`config.mk`:
```
export PLATFORM = sky130hd
export DESIGN_NAME = packed_sample_unpacker_flat
export DESIGN_NICKNAME = d
export VERILOG_FILES = /design/src/hdl/psu_pkg.sv /design/src/hdl/psu_ifs.sv /design/src/hdl/psu_cfg.sv /design/src/hdl/psu_front.sv /design/src/hdl/psu_queue.sv /design/src/hdl/psu_back.sv /design/src/hdl/packed_sample_unpacker.sv /design/src/flat_wrapper.sv
export SDC_FILE = /design/constraint.sdc
export NUM_CORES = 1
export LEC_CHECK = 0
export BUFFER_PORTS_ARGS = -buffer_cell sky130_fd_sc_hd__buf_2
export CAP_MARGIN = 10
export CORE_MARGIN = 2
export CORE_UTILIZATION = 55
export CTS_CLUSTER_SIZE = 28
export DETAILED_ROUTE_END_ITERATION = 12
export PLACE_DENSITY = 0.7
export SYNTH_ARGS = -nofsm -noshare
export SYNTH_HDL_FRONTEND = slang
export SYNTH_SLANG_ARGS = --single-unit
```
`constraint.sdc`:
```
create_clock -name clk -period 17.9 [get_ports clk]
set_input_delay 3.58 -clock clk [delete_from_list [all_inputs] [get_ports clk]]
set_output_delay 3.58 -clock clk [all_outputs]
set_load 0.01 [all_outputs]
```
`src/hdl/psu_pkg.sv`:
```
// Shared types, constants and helpers of the packed sample unpacker.
// No dependencies; most other files of the block import this package.
`default_nettype none

package psu_pkg;

	// Upper bound on color samples per pixel.
	localparam int MAX_COMPONENTS = 32;

	// Field widths of the configuration registers.
	localparam int CODE_W   = 3;
	localparam int COMPS_W  = 6;
	localparam int PIX_W    = 16;
	localparam int STRIDE_W = 24;
	localparam int ROWS_W   = 16;
	localparam int IDX_W    = 3;
	localparam int WDATA_W  = 24;

	// Derived widths.
	localparam int COMP_IDX_W  = (MAX_COMPONENTS > 1) ? $clog2(MAX_COMPONENTS) : 1;
	localparam int MOD_W       = COMPS_W + 1;
	localparam int TOTAL_W     = PIX_W + COMPS_W;
	localparam int DATA_W      = TOTAL_W + 1;
	localparam int FIRST_W     = STRIDE_W + 3;
	localparam int FIRST_CNT_W = $clog2(FIRST_W);
	localparam int NSAMP_W     = 4;

	// Queue between the front and back ends.
	localparam int Q_DEPTH = 4;
	localparam int Q_PTR_W = $clog2(Q_DEPTH);
	localparam int Q_CNT_W = $clog2(Q_DEPTH + 1);

	// Register indexes of the configuration port.
	typedef enum logic [IDX_W-1:0] {
		REG_DEPTH_CODE = 3'd0,
		REG_COMPONENTS = 3'd1,
		REG_ADD_ALPHA  = 3'd2,
		REG_ROW_PIXELS = 3'd3,
		REG_ROW_STRIDE = 3'd4,
		REG_ROW_COUNT  = 3'd5
	} reg_idx_t;

	// Depth codes.
	localparam logic [CODE_W-1:0] CODE_1  = 3'd0;
	localparam logic [CODE_W-1:0] CODE_2  = 3'd1;
	localparam logic [CODE_W-1:0] CODE_4  = 3'd2;
	localparam logic [CODE_W-1:0] CODE_8  = 3'd3;
	localparam logic [CODE_W-1:0] CODE_16 = 3'd4;

	// Effective image geometry, held by the configuration unit.
	typedef struct packed {
		logic [CODE_W-1:0]   code;
		logic [COMPS_W-1:0]  comps;
		logic                add_alpha;
		logic [7:0]          alpha_val;
		logic [TOTAL_W-1:0]  total;
		logic [STRIDE_W-1:0] stride;
		logic [ROWS_W-1:0]   rows;
	} geom_t;

	// Component counter reload after a configuration change.
	typedef struct packed {
		logic                  load;
		logic [COMP_IDX_W-1:0] comp;
	} comp_sync_t;

	// One classified source byte that yields at least one sample.
	typedef struct packed {
		logic [7:0]         data;
		logic [NSAMP_W-1:0] n;
		logic               row_fin;
		logic               last_row;
		logic               row_start;
	} entry_t;

	// Index of the first sample held by a byte of the row.
	function automatic logic [FIRST_W-1:0] first_sample(input logic [STRIDE_W-1:0] bir,
			input logic [CODE_W-1:0] code);
		logic [FIRST_W-1:0] wide;
		wide = FIRST_W'(bir);
		if (code == CODE_16) begin
			return wide >> 1;
		end else begin
			return wide << (CODE_8 - code);
		end
	endfunction

endpackage

`default_nettype wire

```
`src/hdl/psu_ifs.sv`:
```
// Valid/ready channel interfaces of the packed sample unpacker.
// Depends on nothing; the top level and the end modules use them.
`default_nettype none

interface psu_in_if;
	logic       valid;
	logic       ready;
	logic [7:0] source_byte;

	modport source (output valid, output source_byte, input ready);
	modport sink (input valid, input source_byte, output ready);
endinterface

interface psu_out_if;
	logic       valid;
	logic       ready;
	logic [7:0] sample;
	logic       is_alpha;
	logic       row_end;
	logic       image_end;
	logic       last;

	modport source (output valid, output sample, output is_alpha, output row_end,
		output image_end, output last, input ready);
	modport sink (input valid, input sample, input is_alpha, input row_end,
		input image_end, input last, output ready);
endinterface

`default_nettype wire

```
`src/hdl/psu_cfg.sv`:
```
// Configuration registers and the geometry recompute sequencer.
// Depends on psu_pkg. After each write it recomputes the row size and the component phase.
`default_nettype none

module psu_cfg (
	input  wire logic                          clk,
	input  wire logic                          arst_n,
	input  wire logic                          cfg_we,
	input  wire logic [psu_pkg::IDX_W-1:0]     cfg_index,
	input  wire logic [psu_pkg::WDATA_W-1:0]   cfg_wdata,
	input  wire logic [psu_pkg::STRIDE_W-1:0]  bir,
	output psu_pkg::geom_t                     geom,
	output logic                               busy,
	output psu_pkg::comp_sync_t                sync
);
	import psu_pkg::*;

	typedef enum logic [2:0] {ST_IDLE, ST_TOTAL, ST_SIZE, ST_STRIDE, ST_MOD} state_t;

	state_t                 state_q;
	logic [CODE_W-1:0]      depth_code_q;
	logic [COMPS_W-1:0]     components_q;
	logic                   add_alpha_q;
	logic [PIX_W-1:0]       row_pixels_q;
	logic [STRIDE_W-1:0]    row_stride_q;
	logic [ROWS_W-1:0]      row_count_q;
	logic [TOTAL_W-1:0]     total_q;
	logic [DATA_W-1:0]      data_q;
	logic [STRIDE_W-1:0]    stride_eff_q;
	logic [COMP_IDX_W-1:0]  rem_q;
	logic [FIRST_CNT_W-1:0] bitcnt_q;
	comp_sync_t             sync_q;

	logic [CODE_W-1:0]  code_eff;
	logic [COMPS_W-1:0] comps_eff;
	logic [ROWS_W-1:0]  rows_eff;
	logic [7:0]         alpha_val;
	logic [FIRST_W-1:0] dividend;
	logic [MOD_W-1:0]   rem_shift;
	logic [MOD_W-1:0]   rem_next;
	logic [DATA_W-1:0]  data_round;
	logic [STRIDE_W-1:0] stride_max;

	// Out-of-range register values fall back to their nearest meaning.
	always_comb begin
		code_eff = (depth_code_q > CODE_16) ? CODE_16 : depth_code_q;
		if (components_q == '0) begin
			comps_eff = COMPS_W'(1);
		end else if (components_q > COMPS_W'(MAX_COMPONENTS)) begin
			comps_eff = COMPS_W'(MAX_COMPONENTS);
		end else begin
			comps_eff = components_q;
		end
		rows_eff = (row_count_q == '0) ? ROWS_W'(1) : row_count_q;
		case (code_eff)
			CODE_1:  alpha_val = 8'd1;
			CODE_2:  alpha_val = 8'd3;
			CODE_4:  alpha_val = 8'd15;
			default: alpha_val = 8'd255;
		endcase
	end

	// Geometry seen by the front and back ends.
	always_comb begin
		geom.code      = code_eff;
		geom.comps     = comps_eff;
		geom.add_alpha = add_alpha_q;
		geom.alpha_val = alpha_val;
		geom.total     = total_q;
		geom.stride    = stride_eff_q;
		geom.rows      = rows_eff;
	end

	// Datapath of the sequencer steps.
	always_comb begin
		dividend  = first_sample(bir, code_eff);
		rem_shift = MOD_W'({rem_q, dividend[bitcnt_q]});
		if (rem_shift >= MOD_W'(comps_eff)) begin
			rem_next = rem_shift - MOD_W'(comps_eff);
		end else begin
			rem_next = rem_shift;
		end
		// Bytes holding one row of packed samples, rounded up.
		data_round = ({1'b0, total_q} + DATA_W'(3'd7 >> code_eff)) >> (CODE_8 - code_eff);
		stride_max = (row_stride_q > STRIDE_W'(data_q)) ? row_stride_q : STRIDE_W'(data_q);
	end

	// Register file written by the configuration port.
	always_ff @(posedge clk or negedge arst_n) begin
		if (!arst_n) begin
			depth_code_q <= CODE_8;
			components_q <= COMPS_W'(1);
			add_alpha_q  <= 1'b0;
			row_pixels_q <= PIX_W'(1);
			row_stride_q <= STRIDE_W'(1);
			row_count_q  <= ROWS_W'(1);
		end else if (cfg_we) begin
			case (cfg_index)
				REG_DEPTH_CODE: depth_code_q <= cfg_wdata[CODE_W-1:0];
				REG_COMPONENTS: components_q <= cfg_wdata[COMPS_W-1:0];
				REG_ADD_ALPHA:  add_alpha_q  <= cfg_wdata[0];
				REG_ROW_PIXELS: row_pixels_q <= cfg_wdata[PIX_W-1:0];
				REG_ROW_STRIDE: row_stride_q <= cfg_wdata[STRIDE_W-1:0];
				REG_ROW_COUNT:  row_count_q  <= cfg_wdata[ROWS_W-1:0];
				default: ;
			endcase
		end
	end

	// Recompute sequencer: row size, stride, then the component phase bit by bit.
	always_ff @(posedge clk or negedge arst_n) begin
		if (!arst_n) begin
			state_q      <= ST_IDLE;
			total_q      <= TOTAL_W'(1);
			data_q       <= DATA_W'(1);
			stride_eff_q <= STRIDE_W'(1);
			rem_q        <= '0;
			bitcnt_q     <= '0;
			sync_q       <= '0;
		end else begin
			sync_q.load <= !cfg_we && (state_q == ST_MOD) && (bitcnt_q == '0);
			if (cfg_we) begin
				state_q <= ST_TOTAL;
			end else begin
				case (state_q)
					ST_TOTAL: begin
						total_q <= TOTAL_W'(row_pixels_q * comps_eff);
						state_q <= ST_SIZE;
					end
					ST_SIZE: begin
						if (code_eff == CODE_16) begin
							data_q <= {total_q, 1'b0};
						end else begin
							data_q <= data_round;
						end
						state_q <= ST_STRIDE;
					end
					ST_STRIDE: begin
						stride_eff_q <= (stride_max == '0) ? STRIDE_W'(1) : stride_max;
						rem_q        <= '0;
						bitcnt_q     <= FIRST_CNT_W'(FIRST_W - 1);
						state_q      <= ST_MOD;
					end
					ST_MOD: begin
						rem_q <= COMP_IDX_W'(rem_next);
						if (bitcnt_q == '0) begin
							sync_q.comp <= COMP_IDX_W'(rem_next);
							state_q     <= ST_IDLE;
						end else begin
							bitcnt_q <= bitcnt_q - FIRST_CNT_W'(1);
						end
					end
					default: state_q <= ST_IDLE;
				endcase
			end
		end
	end

	assign busy = (state_q != ST_IDLE);
	assign sync = sync_q;

endmodule

`default_nettype wire

```
`src/hdl/psu_front.sv`:
```
// Front end: accepts source bytes, tracks the row position and classifies each byte.
// Depends on psu_pkg and psu_ifs. Feeds the queue with bytes that yield samples.
`default_nettype none

module psu_front (
	input  wire logic                          clk,
	input  wire logic                          arst_n,
	psu_in_if.sink                             in_ch,
	input  wire psu_pkg::geom_t                geom,
	input  wire logic                          busy,
	input  wire logic                          q_full,
	output logic                               push,
	output psu_pkg::entry_t                    push_entry,
	output logic [psu_pkg::STRIDE_W-1:0]       bir
);
	import psu_pkg::*;

	logic [STRIDE_W-1:0] bir_q;
	logic [ROWS_W-1:0]   row_idx_q;

	logic               accept;
	logic [FIRST_W-1:0] first;
	logic [FIRST_W-1:0] total_x;
	logic [FIRST_W-1:0] remaining;
	logic [NSAMP_W-1:0] cnt;
	logic [NSAMP_W-1:0] n;
	logic               in_range;
	logic               row_fin;
	logic               last_row;
	logic               wrap;

	assign in_ch.ready = !busy && !q_full;
	assign accept      = in_ch.valid && in_ch.ready;

	// Samples of the row that this byte holds.
	always_comb begin
		first     = first_sample(bir_q, geom.code);
		total_x   = FIRST_W'(geom.total);
		in_range  = first < total_x;
		remaining = total_x - first;
		if (geom.code == CODE_16) begin
			cnt = bir_q[0] ? '0 : NSAMP_W'(1);
		end else begin
			cnt = NSAMP_W'(4'd8 >> geom.code);
		end
		if (!in_range) begin
			n = '0;
		end else if (remaining < FIRST_W'(cnt)) begin
			n = remaining[NSAMP_W-1:0];
		end else begin
			n = cnt;
		end
		row_fin  = in_range && (remaining <= FIRST_W'(cnt));
		last_row = ({1'b0, row_idx_q} + (ROWS_W + 1)'(1)) >= {1'b0, geom.rows};
		wrap     = ({1'b0, bir_q} + (STRIDE_W + 1)'(1)) >= {1'b0, geom.stride};
	end

	// Queue entry for a byte with at least one sample.
	always_comb begin
		push                 = accept && (n != '0);
		push_entry.data      = in_ch.source_byte;
		push_entry.n         = n;
		push_entry.row_fin   = row_fin;
		push_entry.last_row  = last_row;
		push_entry.row_start = (bir_q == '0);
	end

	// Row position counters.
	always_ff @(posedge clk or negedge arst_n) begin
		if (!arst_n) begin
			bir_q     <= '0;
			row_idx_q <= '0;
		end else if (accept) begin
			if (wrap) begin
				bir_q     <= '0;
				row_idx_q <= last_row ? '0 : row_idx_q + ROWS_W'(1);
			end else begin
				bir_q <= bir_q + STRIDE_W'(1);
			end
		end
	end

	assign bir = bir_q;

endmodule

`default_nettype wire

```
`src/hdl/psu_queue.sv`:
```
// Short request queue between the front and back ends.
// Depends on psu_pkg. Head entry is visible while the queue is not empty.
`default_nettype none

module psu_queue (
	input  wire logic            clk,
	input  wire logic            arst_n,
	input  wire logic            push,
	input  wire psu_pkg::entry_t push_entry,
	input  wire logic            pop,
	output psu_pkg::entry_t      head,
	output logic                 head_valid,
	output logic                 full
);
	import psu_pkg::*;

	entry_t               mem_q [Q_DEPTH];
	logic [Q_PTR_W-1:0]   wr_ptr_q;
	logic [Q_PTR_W-1:0]   rd_ptr_q;
	logic [Q_CNT_W-1:0]   cnt_q;

	// Entry storage.
	always_ff @(posedge clk) begin
		if (push) begin
			mem_q[wr_ptr_q] <= push_entry;
		end
	end

	// Pointers and fill count.
	always_ff @(posedge clk or negedge arst_n) begin
		if (!arst_n) begin
			wr_ptr_q <= '0;
			rd_ptr_q <= '0;
			cnt_q    <= '0;
		end else begin
			if (push) begin
				wr_ptr_q <= wr_ptr_q + Q_PTR_W'(1);
			end
			if (pop) begin
				rd_ptr_q <= rd_ptr_q + Q_PTR_W'(1);
			end
			if (push && !pop) begin
				cnt_q <= cnt_q + Q_CNT_W'(1);
			end else if (pop && !push) begin
				cnt_q <= cnt_q - Q_CNT_W'(1);
			end
		end
	end

	assign head       = mem_q[rd_ptr_q];
	assign head_valid = (cnt_q != '0);
	assign full       = (cnt_q == Q_CNT_W'(Q_DEPTH));

endmodule

`default_nettype wire

```
`src/hdl/psu_back.sv`:
```
// Back end: splits queued bytes into samples, inserts alpha and drives the output register.
// Depends on psu_pkg and psu_ifs. Emits one result per cycle unless empty or stalled.
`default_nettype none

module psu_back (
	input  wire logic                clk,
	input  wire logic                arst_n,
	input  wire psu_pkg::geom_t      geom,
	input  wire psu_pkg::comp_sync_t sync,
	input  wire psu_pkg::entry_t     head,
	input  wire logic                head_valid,
	output logic                     pop,
	psu_out_if.source                out_ch
);
	import psu_pkg::*;

	logic [2:0]            j_q;
	logic                  alpha_q;
	logic [COMP_IDX_W-1:0] comp_q;
	logic                  valid_q;
	logic [7:0]            sample_q;
	logic                  is_alpha_q;
	logic                  row_end_q;
	logic                  image_end_q;
	logic                  last_q;

	logic                  take;
	logic [7:0]            smp;
	logic [COMP_IDX_W-1:0] comp_cur;
	logic                  pix_end;
	logic                  last_samp;
	logic                  rend;
	logic                  split;
	logic [7:0]            res_sample;
	logic                  res_alpha;
	logic                  res_rend;
	logic                  res_iend;
	logic                  res_last;

	// Sample field of the current position, MSB first.
	always_comb begin
		case (geom.code)
			CODE_1:  smp = 8'(head.data[3'd7 - j_q]);
			CODE_2:  smp = 8'(head.data[3'd7 - {j_q[1:0], 1'b0} -: 2]);
			CODE_4:  smp = j_q[0] ? {4'b0, head.data[3:0]} : {4'b0, head.data[7:4]};
			default: smp = head.data;
		endcase
	end

	// Result selection.
	always_comb begin
		comp_cur  = (head.row_start && (j_q == '0) && !alpha_q) ? '0 : comp_q;
		pix_end   = (MOD_W'(comp_cur) + MOD_W'(1)) == MOD_W'(geom.comps);
		last_samp = ({1'b0, j_q} + NSAMP_W'(1)) == head.n;
		rend      = head.row_fin && last_samp;
		split     = !alpha_q && geom.add_alpha && pix_end;
		if (alpha_q) begin
			res_sample = geom.alpha_val;
			res_alpha  = 1'b1;
			res_rend   = rend;
			res_iend   = rend && head.last_row;
			res_last   = last_samp;
		end else if (split) begin
			res_sample = smp;
			res_alpha  = 1'b0;
			res_rend   = 1'b0;
			res_iend   = 1'b0;
			res_last   = 1'b0;
		end else begin
			res_sample = smp;
			res_alpha  = 1'b0;
			res_rend   = rend;
			res_iend   = rend && head.last_row;
			res_last   = last_samp;
		end
	end

	assign take = head_valid && (!valid_q || out_ch.ready);
	assign pop  = take && !split && last_samp;

	// Position within the head entry and the pixel component phase.
	always_ff @(posedge clk or negedge arst_n) begin
		if (!arst_n) begin
			j_q     <= '0;
			alpha_q <= 1'b0;
			comp_q  <= '0;
		end else if (sync.load) begin
			comp_q <= sync.comp;
		end else if (take) begin
			if (!alpha_q) begin
				comp_q <= pix_end ? '0 : comp_cur + COMP_IDX_W'(1);
			end
			if (split) begin
				alpha_q <= 1'b1;
			end else begin
				alpha_q <= 1'b0;
				j_q     <= last_samp ? '0 : j_q + 3'd1;
			end
		end
	end

	// Output register.
	always_ff @(posedge clk or negedge arst_n) begin
		if (!arst_n) begin
			valid_q <= 1'b0;
		end else if (take) begin
			valid_q <= 1'b1;
		end else if (out_ch.ready) begin
			valid_q <= 1'b0;
		end
	end

	always_ff @(posedge clk) begin
		if (take) begin
			sample_q    <= res_sample;
			is_alpha_q  <= res_alpha;
			row_end_q   <= res_rend;
			image_end_q <= res_iend;
			last_q      <= res_last;
		end
	end

	assign out_ch.valid     = valid_q;
	assign out_ch.sample    = sample_q;
	assign out_ch.is_alpha  = is_alpha_q;
	assign out_ch.row_end   = row_end_q;
	assign out_ch.image_end = image_end_q;
	assign out_ch.last      = last_q;

endmodule

`default_nettype wire

```
`src/hdl/packed_sample_unpacker.sv`:
```
// Packed sample unpacker: an accepted byte passes through the queue and the output register,
// then results follow at one per cycle while the output is not stalled, up to 16 per byte at
// one bit with alpha. The back end's single output port sets that rate; a four-entry queue
// decouples the ends. Each configuration write starts a recompute; no byte is taken during it.
// Reset loads the register defaults and clears the row position, queue and output valid.
`default_nettype none

module packed_sample_unpacker (
	input  wire logic                        clk,
	input  wire logic                        arst_n,
	input  wire logic                        cfg_we,
	input  wire logic [psu_pkg::IDX_W-1:0]   cfg_index,
	input  wire logic [psu_pkg::WDATA_W-1:0] cfg_wdata,
	psu_in_if.sink                           in_ch,
	psu_out_if.source                        out_ch
);
	import psu_pkg::*;

	geom_t               geom;
	comp_sync_t          sync;
	entry_t              push_entry;
	entry_t              head;
	logic                busy;
	logic                push;
	logic                pop;
	logic                head_valid;
	logic                q_full;
	logic [STRIDE_W-1:0] bir;

	// Configuration and geometry.
	psu_cfg u_cfg (
		.clk       (clk),
		.arst_n    (arst_n),
		.cfg_we    (cfg_we),
		.cfg_index (cfg_index),
		.cfg_wdata (cfg_wdata),
		.bir       (bir),
		.geom      (geom),
		.busy      (busy),
		.sync      (sync)
	);

	// Byte intake and classification.
	psu_front u_front (
		.clk        (clk),
		.arst_n     (arst_n),
		.in_ch      (in_ch),
		.geom       (geom),
		.busy       (busy),
		.q_full     (q_full),
		.push       (push),
		.push_entry (push_entry),
		.bir        (bir)
	);

	// Request queue.
	psu_queue u_queue (
		.clk        (clk),
		.arst_n     (arst_n),
		.push       (push),
		.push_entry (push_entry),
		.pop        (pop),
		.head       (head),
		.head_valid (head_valid),
		.full       (q_full)
	);

	// Sample emission.
	psu_back u_back (
		.clk        (clk),
		.arst_n     (arst_n),
		.geom       (geom),
		.sync       (sync),
		.head       (head),
		.head_valid (head_valid),
		.pop        (pop),
		.out_ch     (out_ch)
	);

endmodule

`default_nettype wire

```
`src/flat_wrapper.sv`:
```
// flat-port wrapper written by rule: the top's interface ports become plain ports
module packed_sample_unpacker_flat import psu_pkg::*;
  (clk, arst_n, cfg_we, cfg_index, cfg_wdata, in_ch_valid, in_ch_source_byte, in_ch_ready, out_ch_valid, out_ch_sample, out_ch_is_alpha, out_ch_row_end, out_ch_image_end, out_ch_last, out_ch_ready);
  psu_in_if in_ch_i ();
  psu_out_if out_ch_i ();
  input  wire logic clk;
  input  wire logic arst_n;
  input  wire logic cfg_we;
  input  wire logic [psu_pkg::IDX_W-1:0] cfg_index;
  input  wire logic [psu_pkg::WDATA_W-1:0] cfg_wdata;
  input wire logic [$bits(in_ch_i.valid)-1:0] in_ch_valid;
  input wire logic [$bits(in_ch_i.source_byte)-1:0] in_ch_source_byte;
  output wire logic [$bits(in_ch_i.ready)-1:0] in_ch_ready;
  output wire logic [$bits(out_ch_i.valid)-1:0] out_ch_valid;
  output wire logic [$bits(out_ch_i.sample)-1:0] out_ch_sample;
  output wire logic [$bits(out_ch_i.is_alpha)-1:0] out_ch_is_alpha;
  output wire logic [$bits(out_ch_i.row_end)-1:0] out_ch_row_end;
  output wire logic [$bits(out_ch_i.image_end)-1:0] out_ch_image_end;
  output wire logic [$bits(out_ch_i.last)-1:0] out_ch_last;
  input wire logic [$bits(out_ch_i.ready)-1:0] out_ch_ready;
  assign in_ch_i.valid = in_ch_valid;
  assign in_ch_i.source_byte = in_ch_source_byte;
  assign in_ch_ready = in_ch_i.ready;
  assign out_ch_valid = out_ch_i.valid;
  assign out_ch_sample = out_ch_i.sample;
  assign out_ch_is_alpha = out_ch_i.is_alpha;
  assign out_ch_row_end = out_ch_i.row_end;
  assign out_ch_image_end = out_ch_i.image_end;
  assign out_ch_last = out_ch_i.last;
  assign out_ch_i.ready = out_ch_ready;
  packed_sample_unpacker u_core (.clk(clk), .arst_n(arst_n), .cfg_we(cfg_we), .cfg_index(cfg_index), .cfg_wdata(cfg_wdata), .in_ch(in_ch_i), .out_ch(out_ch_i));
endmodule
```
==> results of run 1 <==
## flip-flops by register name (all words and copies together), names as in the netlist, 5 cells and up
signal / flops
u_core.u_cfg.sync: 6
u_core.u_cfg.data_q: 23
u_core.u_cfg.row_stride_q: 24
u_core.u_back.out_ch.sample: 8
u_core.u_queue.mem_q: 60
u_core.u_cfg.row_pixels_q: 16
u_core.u_cfg.bitcnt_q: 5
u_core.u_cfg.stride_eff_q: 24
u_core.u_back.comp_q: 5
u_core.u_cfg.row_count_q: 16
u_core.u_cfg.rem_q: 5
u_core.u_cfg.components_q: 6
u_core.u_cfg.total_q: 22
u_core.u_front.bir: 24
u_core.u_front.row_idx_q: 16
## power groups by stage
stage / sequential, mW / clock, mW / combinational, mW
after floorplan: 0.948 / 0 / 1.56
final: 1.08 / 0.662 / 1.96
after CTS: 1.06 / 0.669 / 1.95
after global placement: 1.07 / 0 / 1.88
after detailed placement: 1.08 / 0 / 1.93
after global routing: 1.10 / 0.696 / 2.20
## per-layer routing
metal  track usage [%]  vias up
met2              43.8      648
met1              40.2     8696
met4              10.2        0
met5                 0        -
li1                  -     8388
met3              2.87      107
## layout make-up
cell class	count	area, µm²	area share (%)
well taps	518	648	2.79
clock buffers	35	791	3.40
multi-input cells	1780	13000	56.0
flip-flops and latches	283	7450	32.1
inverters	171	642	2.76
clock inverters	22	256	1.10
repair buffers	76	447	1.92
## worst paths after layout
check                                                          from                                 endpoint  slack, ns  cells after the start
max                        u_core.u_cfg.depth_code_q[2]$_DFFE_PN0P_      u_core.u_queue.cnt_q[1]$_DFFE_PN0P_      11.10                     21
min                                u_core.u_cfg.sync[3]$_DFFE_PN0P_         u_core.u_cfg.sync[3]$_DFFE_PN0P_       0.51                      2
max reg2reg                u_core.u_cfg.depth_code_q[2]$_DFFE_PN0P_      u_core.u_queue.cnt_q[1]$_DFFE_PN0P_      11.10                     21
min reg2reg                        u_core.u_cfg.sync[3]$_DFFE_PN0P_         u_core.u_cfg.sync[3]$_DFFE_PN0P_       0.51                      2
max in group asynchronous                                    arst_n       u_core.u_front.bir[19]$_DFFE_PN0P_      13.51                      2
min in group asynchronous                                    arst_n  u_core.u_front.row_idx_q[9]$_DFFE_PN0P_       2.96                      1
## critical path: stages, from the launching register on
cell	delay, ns
sky130_fd_sc_hd__dfrtp_2	0.34
sky130_fd_sc_hd__buf_4	0.52
sky130_fd_sc_hd__nand2b_2	0.68
sky130_fd_sc_hd__buf_4	0.43
sky130_fd_sc_hd__mux2i_1	0.14
sky130_fd_sc_hd__and2_1	0.18
sky130_fd_sc_hd__a211oi_1	0.21
sky130_fd_sc_hd__a21oi_1	0.08
sky130_fd_sc_hd__ha_1	0.39
sky130_fd_sc_hd__and3_1	0.21
sky130_fd_sc_hd__nand3_1	0.15
sky130_fd_sc_hd__o21ai_0	0.20
sky130_fd_sc_hd__a41o_1	0.36
sky130_fd_sc_hd__nand2_1	0.12
sky130_fd_sc_hd__a211oi_1	0.35
sky130_fd_sc_hd__mux2_2	0.41
sky130_fd_sc_hd__nor4_4	0.48
sky130_fd_sc_hd__mux2_4	0.41
sky130_fd_sc_hd__ha_1	0.23
sky130_fd_sc_hd__inv_1	0.08
sky130_fd_sc_hd__fa_1	0.41
sky130_fd_sc_hd__mux2_2	0.27
## cell usage after synthesis (22+ instances only)
cell	instances
sky130_fd_sc_hd__mux2i_1	40
sky130_fd_sc_hd__nor3_1	45
sky130_fd_sc_hd__dfrtp_1	202
sky130_fd_sc_hd__o21ai_0	171
sky130_fd_sc_hd__clkbuf_1	106
sky130_fd_sc_hd__nand2_1	288
sky130_fd_sc_hd__xnor2_1	51
sky130_fd_sc_hd__nor2_1	164
sky130_fd_sc_hd__a21oi_1	95
sky130_fd_sc_hd__a31oi_1	49
sky130_fd_sc_hd__nand4_1	32
sky130_fd_sc_hd__a211oi_1	29
sky130_fd_sc_hd__xor2_1	37
sky130_fd_sc_hd__mux2_2	83
sky130_fd_sc_hd__fa_1	60
sky130_fd_sc_hd__and3_1	22
sky130_fd_sc_hd__nand2b_1	22
sky130_fd_sc_hd__a21o_1	25
sky130_fd_sc_hd__edfxtp_1	72
sky130_fd_sc_hd__nor4_1	27
sky130_fd_sc_hd__nand3_1	77
sky130_fd_sc_hd__o21a_1	25
sky130_fd_sc_hd__and2_1	47
sky130_fd_sc_hd__inv_1	168
sky130_fd_sc_hd__mux4_2	28
sky130_fd_sc_hd__nor2b_1	24
sky130_fd_sc_hd__ha_1	142
## kinds of logic after synthesis
kind of cell / Yosys count / synth area share [%]
AO/OA/AOI/OAI: 529 / 15.6
multiplexers: 153 / 9.22
adder cells (fa/ha/maj): 202 / 13.8
AND/OR/NAND/NOR: 808 / 17.9
XOR/XNOR: 88 / 3.56
buffers and inverters: 309 / 5.53
flip-flops: 283 / 34.4
## stage by stage
step                      total power, mW  setup WS [ns]  hold slack [ns]  util (%)
after floorplan                      2.50          12.04            0.450         -
after global placement               2.95          11.41            0.472      57.3
after detailed placement             3.01          11.24            0.481      57.3
after CTS                            3.68          11.18            0.507      60.0
after global routing                 3.99          10.62            0.528      60.0
final                                3.70          11.10            0.505      60.0
==> results.md, run 1 <==
- The number of nets handed over by synthesis was approximately 2,600.
- The worst-skew pair later-pin latency is ~0.60 ns.
- Before antenna repair, the detailed router went through 5 iterations.
- The share of the synthesized area in the top cell type is between 20% and 30%.
- Once the floorplan was initialized, standard cells occupied between 50 and 60% of the core.
- Routed signal wires occupy layers up through met4.
- TritonCTS built the clock tree.
- Sequential elements use approximately a third of the synthesized area.
- The cell leakage power is slightly above 10 nW.
- The clock skew is 0.0466 ns.
- The type of the worst min-delay path is flip-flop to flip-flop.
- After synthesis, the cell types taking the most area are sky130_fd_sc_hd__dfrtp_1, sky130_fd_sc_hd__edfxtp_1, sky130_fd_sc_hd__ha_1.
- The finished layout holds about 2,900 standard cells, fillers aside.
- Using the TritonRoute via totals, the vias-per-cell ratio works out to approximately 6.2.
- The die is a little over 200 µm wide.
- For this run, the post-layout net count is about 2,600.
- The layout cell share with drive strength beyond 1 is roughly an eighth.
- The count of flip-flops with a built-in enable after synthesis is 72.
- In the routed design, unresolved DRC markers number 0.
- The wire-length estimate of the detail-placed layout is roughly 43,000 µm.
- The floorplan has 72 rows.
- The synthesis-to-layout area growth is 7.40%.
- The sequential group share of total power is 29.1%.
- The final hold violation count is 0.
- The wire length of the first global-routing pass is ~92,000 µm.
- For this run, the leading register cell type out of synthesis is sky130_fd_sc_hd__dfrtp_1.
- At the pin with the least slew margin, the transition time is 1.15 ns.
- Internal power comes to around 2.0 mW.
- In the finished design, the share of the clock period the worst path needs comes to a little under two fifths.
- The number of levels the H-tree was split into is 1.
- Max-cap violations in this run came to 0.
- In the layout the commonest cells are sky130_fd_sc_hd__nand2_1, sky130_fd_sc_hd__dfrtp_1, sky130_fd_sc_hd__o21ai_0.
- Setup repair after global routing left no endpoint under its margin.
- The routed length per placed instance is 19.8 µm.
- Counting flops and latches in the post-synthesis netlist gives 283.
- Clock-pin slew was measured on the worst setup and hold paths at around 0.060 ns.
- The worst setup path is launched from a flip-flop.
- The highest net fanout along the worst path is a little under 70.
- The number of top-level pins is between 50 and 60.
- The count of input and output buffers is 53.
- The number of vias after detailed routing is about 18,000.
- The placer congestion estimate is 0.919.
- The number of CTS-inserted buffers is 31.
- The pin count of the biggest net entering global routing is just over 80.
- The share of total power dissipated in combinational logic is ~53%.
- The number of gates given a new drive strength after cts is 0.
- The number of antenna violations at the first check in global routing is 1.
- The violation count after the first detailed-routing iteration is between 1,500 and 2,000.
- The switching power as a share of total power is 44.9%.
- The maximum vdd ir drop is 0.0000794 V.
- The switching power is between 1.5 and 2 mW.
- The length of routed met2 wiring is around 26,000 µm.
- The number of sinks driven by the clock tree is between 200 and 300.
- The cell count after synthesis came out at 2,372.
- The final cell area excluding filler cells is around 0.023 mm².
- The critical path data arrival time is ~7.3 ns.
- Across every metal layer, demand over resource in global routing totals roughly 28%.
- For the worst setup path, the data required time is between 15 and 20 ns.
- The total count of max-transition violations in the final report is 0.
- The synthesized netlist contains 92 unique library cells.
- The total grt overflow is 0.
- The quantity of hold-fixing buffers added after cts is 0.
- The netlist area before placement is approximately 0.022 mm².
- The post-route antenna net violation count is 0.
- The fill cell instance count of the final layout is between 3,000 and 4,000.
- The via count of the first global-routing pass is 17,217.
- The cell area power density is approximately 160 mW/mm².
- During synthesis, Yosys emitted a total of 0 warnings.
- The cell accounting for the most synthesized area is sky130_fd_sc_hd__dfrtp_1.
- Setup violations remaining at the end of the flow were counted as 0.
- The normalized max-slew margin is between 20% and 30%.
- Wires add up to about 57,000 µm.
- In this run the post-CTS setup repair buffer count came out at 0.
- The share of synthesized registers carrying an async set or reset is about 75%.
- The critical path in this run is classified as flip-flop to flip-flop.
- The most frequent standard cell in the layout excluding fill and tap cells is sky130_fd_sc_hd__nand2_1.
- Summing all placed instances gives a cell area of about 0.022 mm².
- The clock tree buffer depth is 3.
- The die is slightly above 200 µm tall.
- The sum of met3 wire segment lengths after detailed routing is 3390 µm.
- The floorplan core area is 0.0387 mm².
- The sum of routed wire segments on met1 is approximately 26,000 µm.
- The flow ran to the end, and the final reports show no timing, DRC or antenna violations.
- The post-route setup TNS is 0 ns.
- The worst path in the final design needs a cycle of between 6 and 7 ns, including I/O delays and setup.
- The worst setup path is captured at a flip-flop.
- The buffer type at the clock tree root is sky130_fd_sc_hd__clkbuf_16.
- The diode insertion count for antenna repair is 0.
- The die covers between 0.04 and 0.05 mm².
- Based on the critical path, the design can be clocked at up to around 0.15 GHz.
- The power share of the clock group is 17.9%.
- The placed instance count is approximately 2,800.
- The mean area per synthesized cell is 9.13 µm².
(Power assumes the default switching activity.)
==> run 2, diff against run 1 <==
clock period = 6.65 ns   (was 17.9 ns; I/O delays follow)
==> results.md, run 2 (synthesized netlist as in run 1, its figures left out) <==
- The total count of max-transition violations in the final report is 0 (unchanged).
- The global routing stage identified its most utilized layer as met2.
- In this run the most critical hold path is launched from u_core.u_cfg.sync[3]$_DFFE_PN0P_.
- The worst setup path is captured at a flip-flop.
- The number of antenna violations at the first check in global routing was 1 (unchanged).
- The count of buffers added by post-CTS timing repair for setup is 0 (unchanged).
- The placer congestion estimate is 0.923 (+0.48%).
- The number of levels the H-tree was split into is 1 (unchanged).
- The sum of routed wire length over all layers came to 57,600 µm (+1.1%).
- The wire length of the first global-routing pass is 92,700 µm (+0.83%).
- The area enclosed by the die boundary came to 0.0410 mm² (unchanged).
- The worst reg-to-reg path cell count is 20 (-4.8%).
- The via count of the first global-routing pass came to 17,221 (+0.023%).
- The net count of the finished layout was 2,591 (+0.23%).
- The diode insertion count for antenna repair is 0 (unchanged).
- The critical path startpoint category is a flip-flop.
- The critical path required time is 7.09 ns (-11.25 ns).
- The end-of-flow core utilization came to 60.5% (+0.42 points).
- The combined global-route utilization of all metal layers is 28.0% (+0.18 points).
- The highest net fanout along the worst path is 8 (-88%).
- The CTS tree is yes.
- The vertical extent of the die came to 202 µm (unchanged).
- The flip-flop count of the largest register after layout is 60 (unchanged).
- The highest attainable clock frequency is 0.163 GHz (+11%).
- The clock tree buffer depth is 3 (unchanged).
- The cell area power density was 435 mW/mm² (+170%).
- Leaving out fill and tap cells, the most frequent cells in the layout are sky130_fd_sc_hd__nand2_1, sky130_fd_sc_hd__dfrtp_1, sky130_fd_sc_hd__o21ai_0.
- Leaving out fill and tap cells, the most frequent cell in the layout is sky130_fd_sc_hd__nand2_1.
- The number of top-level pins is 54 (unchanged).
- The worst-skew pair later-pin latency came to 0.57 ns (-0.03 ns).
- The sum of net half-perimeters after detailed placement is 43,100 µm (+1.4%).
- The final hold violation count is 0 (unchanged).
- The number of CTS-inserted buffers was 30 (-3.2%).
- The class of the most critical setup path is flip-flop to flip-flop.
- The floorplan core area came to 0.0387 mm² (unchanged).
- The count of input and output buffers is 53 (unchanged).
- The cell leakage power is 10.2 nW (+0.96%).
- The number of remaining DRC errors is 0 (unchanged).
- Tracing the worst setup path back leads to its startpoint at u_core.u_cfg.components_q[2]$_DFFE_PN0P_.
- The minimum clock period after layout was 6.12 ns (-0.681 ns).
- The maximum vdd ir drop is 0.000278 V (+250%).
- Compared with the post-synthesis result, the final layout area differs by 8.15%.
- The met2 track demand over resource in global routing is 44.1% (+0.39 points).
- The pin count of the biggest net entering global routing is 116 (+41%).
- The number of sinks driven by the clock tree is 283 (unchanged).
- The count of final setup violators is 0 (unchanged).
- The global routing usage on met1 came to 40.6% (+0.45 points).
- The number of iterations in the first detailed-routing pass is 6 (+1).
- The met3 demand-to-capacity share in global routing is 3.18% (+0.31 points).
- The startpoint identified for the worst register-to-register timing path is u_core.u_cfg.components_q[2]$_DFFE_PN0P_.
- The post-route antenna net violation count is 0 (unchanged).
- The layout cell share with drive strength beyond 1 is 12.7% (+0.47 points).
- The quantity of hold-fixing buffers added after cts is 0 (unchanged).
- The number of vias after detailed routing is 17,843 (+0.022%).
- The post-route setup TNS is 0 ns (unchanged).
- The routed length per placed instance is 19.9 µm (+0.84%).
- The actual transition at the worst max-transition pin was 1.26 ns (+0.119 ns).
- The total grt overflow is 0 (unchanged).
- The mean number of vias per cell came to 6.17 (-0.19%).
- The clock-pin slew of the registers on the worst-case setup and hold paths came to 0.07 ns (about the same).
- The type of the worst min-delay path is flip-flop to flip-flop.
- Counting flops per register, the top entry is u_core.u_queue.mem_q.
- The max-cap check violation count is 0 (unchanged).
- The number of placement rows is 72 (unchanged).
- Setup repair after global routing left no endpoint under its margin.
- The die span in x is 202 µm (unchanged).
- The violation count after the first detailed-routing iteration was 1,759 (-9.3%).
- The clock skew was 0.0129 ns (-0.0337 ns).
- The normalized max-slew margin came to 15.5% (-7.5 points).
- The root buffer cell chosen for the clock tree is sky130_fd_sc_hd__clkbuf_16.
- The number of cells traversed by the worst hold path is 2 (unchanged).
- The starting density of the core is 55.9% (unchanged).
- The flow ran to the end, and the final reports show no timing, DRC or antenna violations.
- The number of gates given a new drive strength after cts came to 0 (unchanged).
- The critical path data arrival time is 6.56 ns (-0.69 ns).
- The fraction of the cycle the final worst path needs came to 92.1% (+54 points).
-- run 2: cell count changes in the layout (fill, tap and decap cells not counted), moves of 2 or more --
cell	previous run	this run
sky130_fd_sc_hd__clkinv_2	1	5
sky130_fd_sc_hd__buf_4	23	30
sky130_fd_sc_hd__clkbuf_1	4	0
sky130_fd_sc_hd__inv_6	4	1
sky130_fd_sc_hd__clkbuf_16	31	35
sky130_fd_sc_hd__clkbuf_8	1	5
sky130_fd_sc_hd__clkinv_1	4	2
sky130_fd_sc_hd__clkinv_4	5	1
-- run 2: path summary, 6_finish.rpt --
path	to	slack, ns
setup / recovery	u_core.u_cfg.total_q[21]$_DFFE_PN0P_	0.53
hold / removal	u_core.u_cfg.sync[3]$_DFFE_PN0P_	0.50
setup reg to reg	u_core.u_cfg.total_q[21]$_DFFE_PN0P_	0.53
hold reg to reg	u_core.u_cfg.sync[3]$_DFFE_PN0P_	0.50
max in group asynchronous	u_core.u_cfg.depth_code_q[2]$_DFFE_PN0P_	4.41
min in group asynchronous	u_core.u_front.row_idx_q[8]$_DFFE_PN0P_	0.88
-- run 2: metrics by stage --
step	hold WS, ns	setup WS (ns)	cell area, µm²	power, mW	std cells
finish	0.504	0.527	23400	10.2	2891
global placement	0.472	0.766	22300	8.03	2835
detailed placement	0.477	0.583	22300	8.17	2835
CTS	0.502	0.559	23400	10.1	2891
floorplan	0.450	0.795	21700	6.74	2372
global route	0.523	0.116	23400	11.0	2891
-- run 2: area by class of cell --
| type | instances | area [µm²] |
|---|---|---|
| Clock inverter | 17 | 226 |
| Fill cell | 3304 | 15300 |
| Tap cell | 518 | 648 |
| Clock buffer | 39 | 931 |
| Multi-Input combinational cell | 1780 | 13000 |
| Sequential cell | 283 | 7450 |
| Inverter | 171 | 642 |
| Timing Repair Buffer | 83 | 499 |
-- run 2: where the power goes --
group	leakage [nW]	internal [mW]	total (mW)	switching [mW]
Combinational	6.34	2.25	5.38	3.12
Sequential	3.31	2.23	2.88	0.657
Clock	0.561	1.18	1.92	0.739
Total	10.2	5.66	10.2	4.52
-- run 2: layer usage --
layer / vias up / wire length (µm)
li1: 8399 / -
met1: 8606 / 25900
met3: 131 / 3610
met4: 0 / 1980
met5: - / 0
met2: 707 / 26200
-- run 2: worst max-delay path, cell delays in order (launching register included) --
cell	delay, ns
sky130_fd_sc_hd__dfrtp_1	0.44
sky130_fd_sc_hd__or4_1	0.51
sky130_fd_sc_hd__a21oi_1	0.44
sky130_fd_sc_hd__nand2_1	0.14
sky130_fd_sc_hd__fa_1	0.50
sky130_fd_sc_hd__inv_1	0.05
sky130_fd_sc_hd__ha_1	0.27
sky130_fd_sc_hd__inv_1	0.05
sky130_fd_sc_hd__fa_1	0.52
sky130_fd_sc_hd__inv_1	0.07
sky130_fd_sc_hd__fa_1	0.46
sky130_fd_sc_hd__a21o_1	0.20
sky130_fd_sc_hd__a21o_1	0.22
sky130_fd_sc_hd__a2111oi_2	0.47
sky130_fd_sc_hd__o31ai_1	0.18
sky130_fd_sc_hd__o41ai_2	0.34
sky130_fd_sc_hd__o21ai_0	0.25
sky130_fd_sc_hd__or4_1	0.43
sky130_fd_sc_hd__a31oi_1	0.21
sky130_fd_sc_hd__xnor2_1	0.14
sky130_fd_sc_hd__o21ai_0	0.08
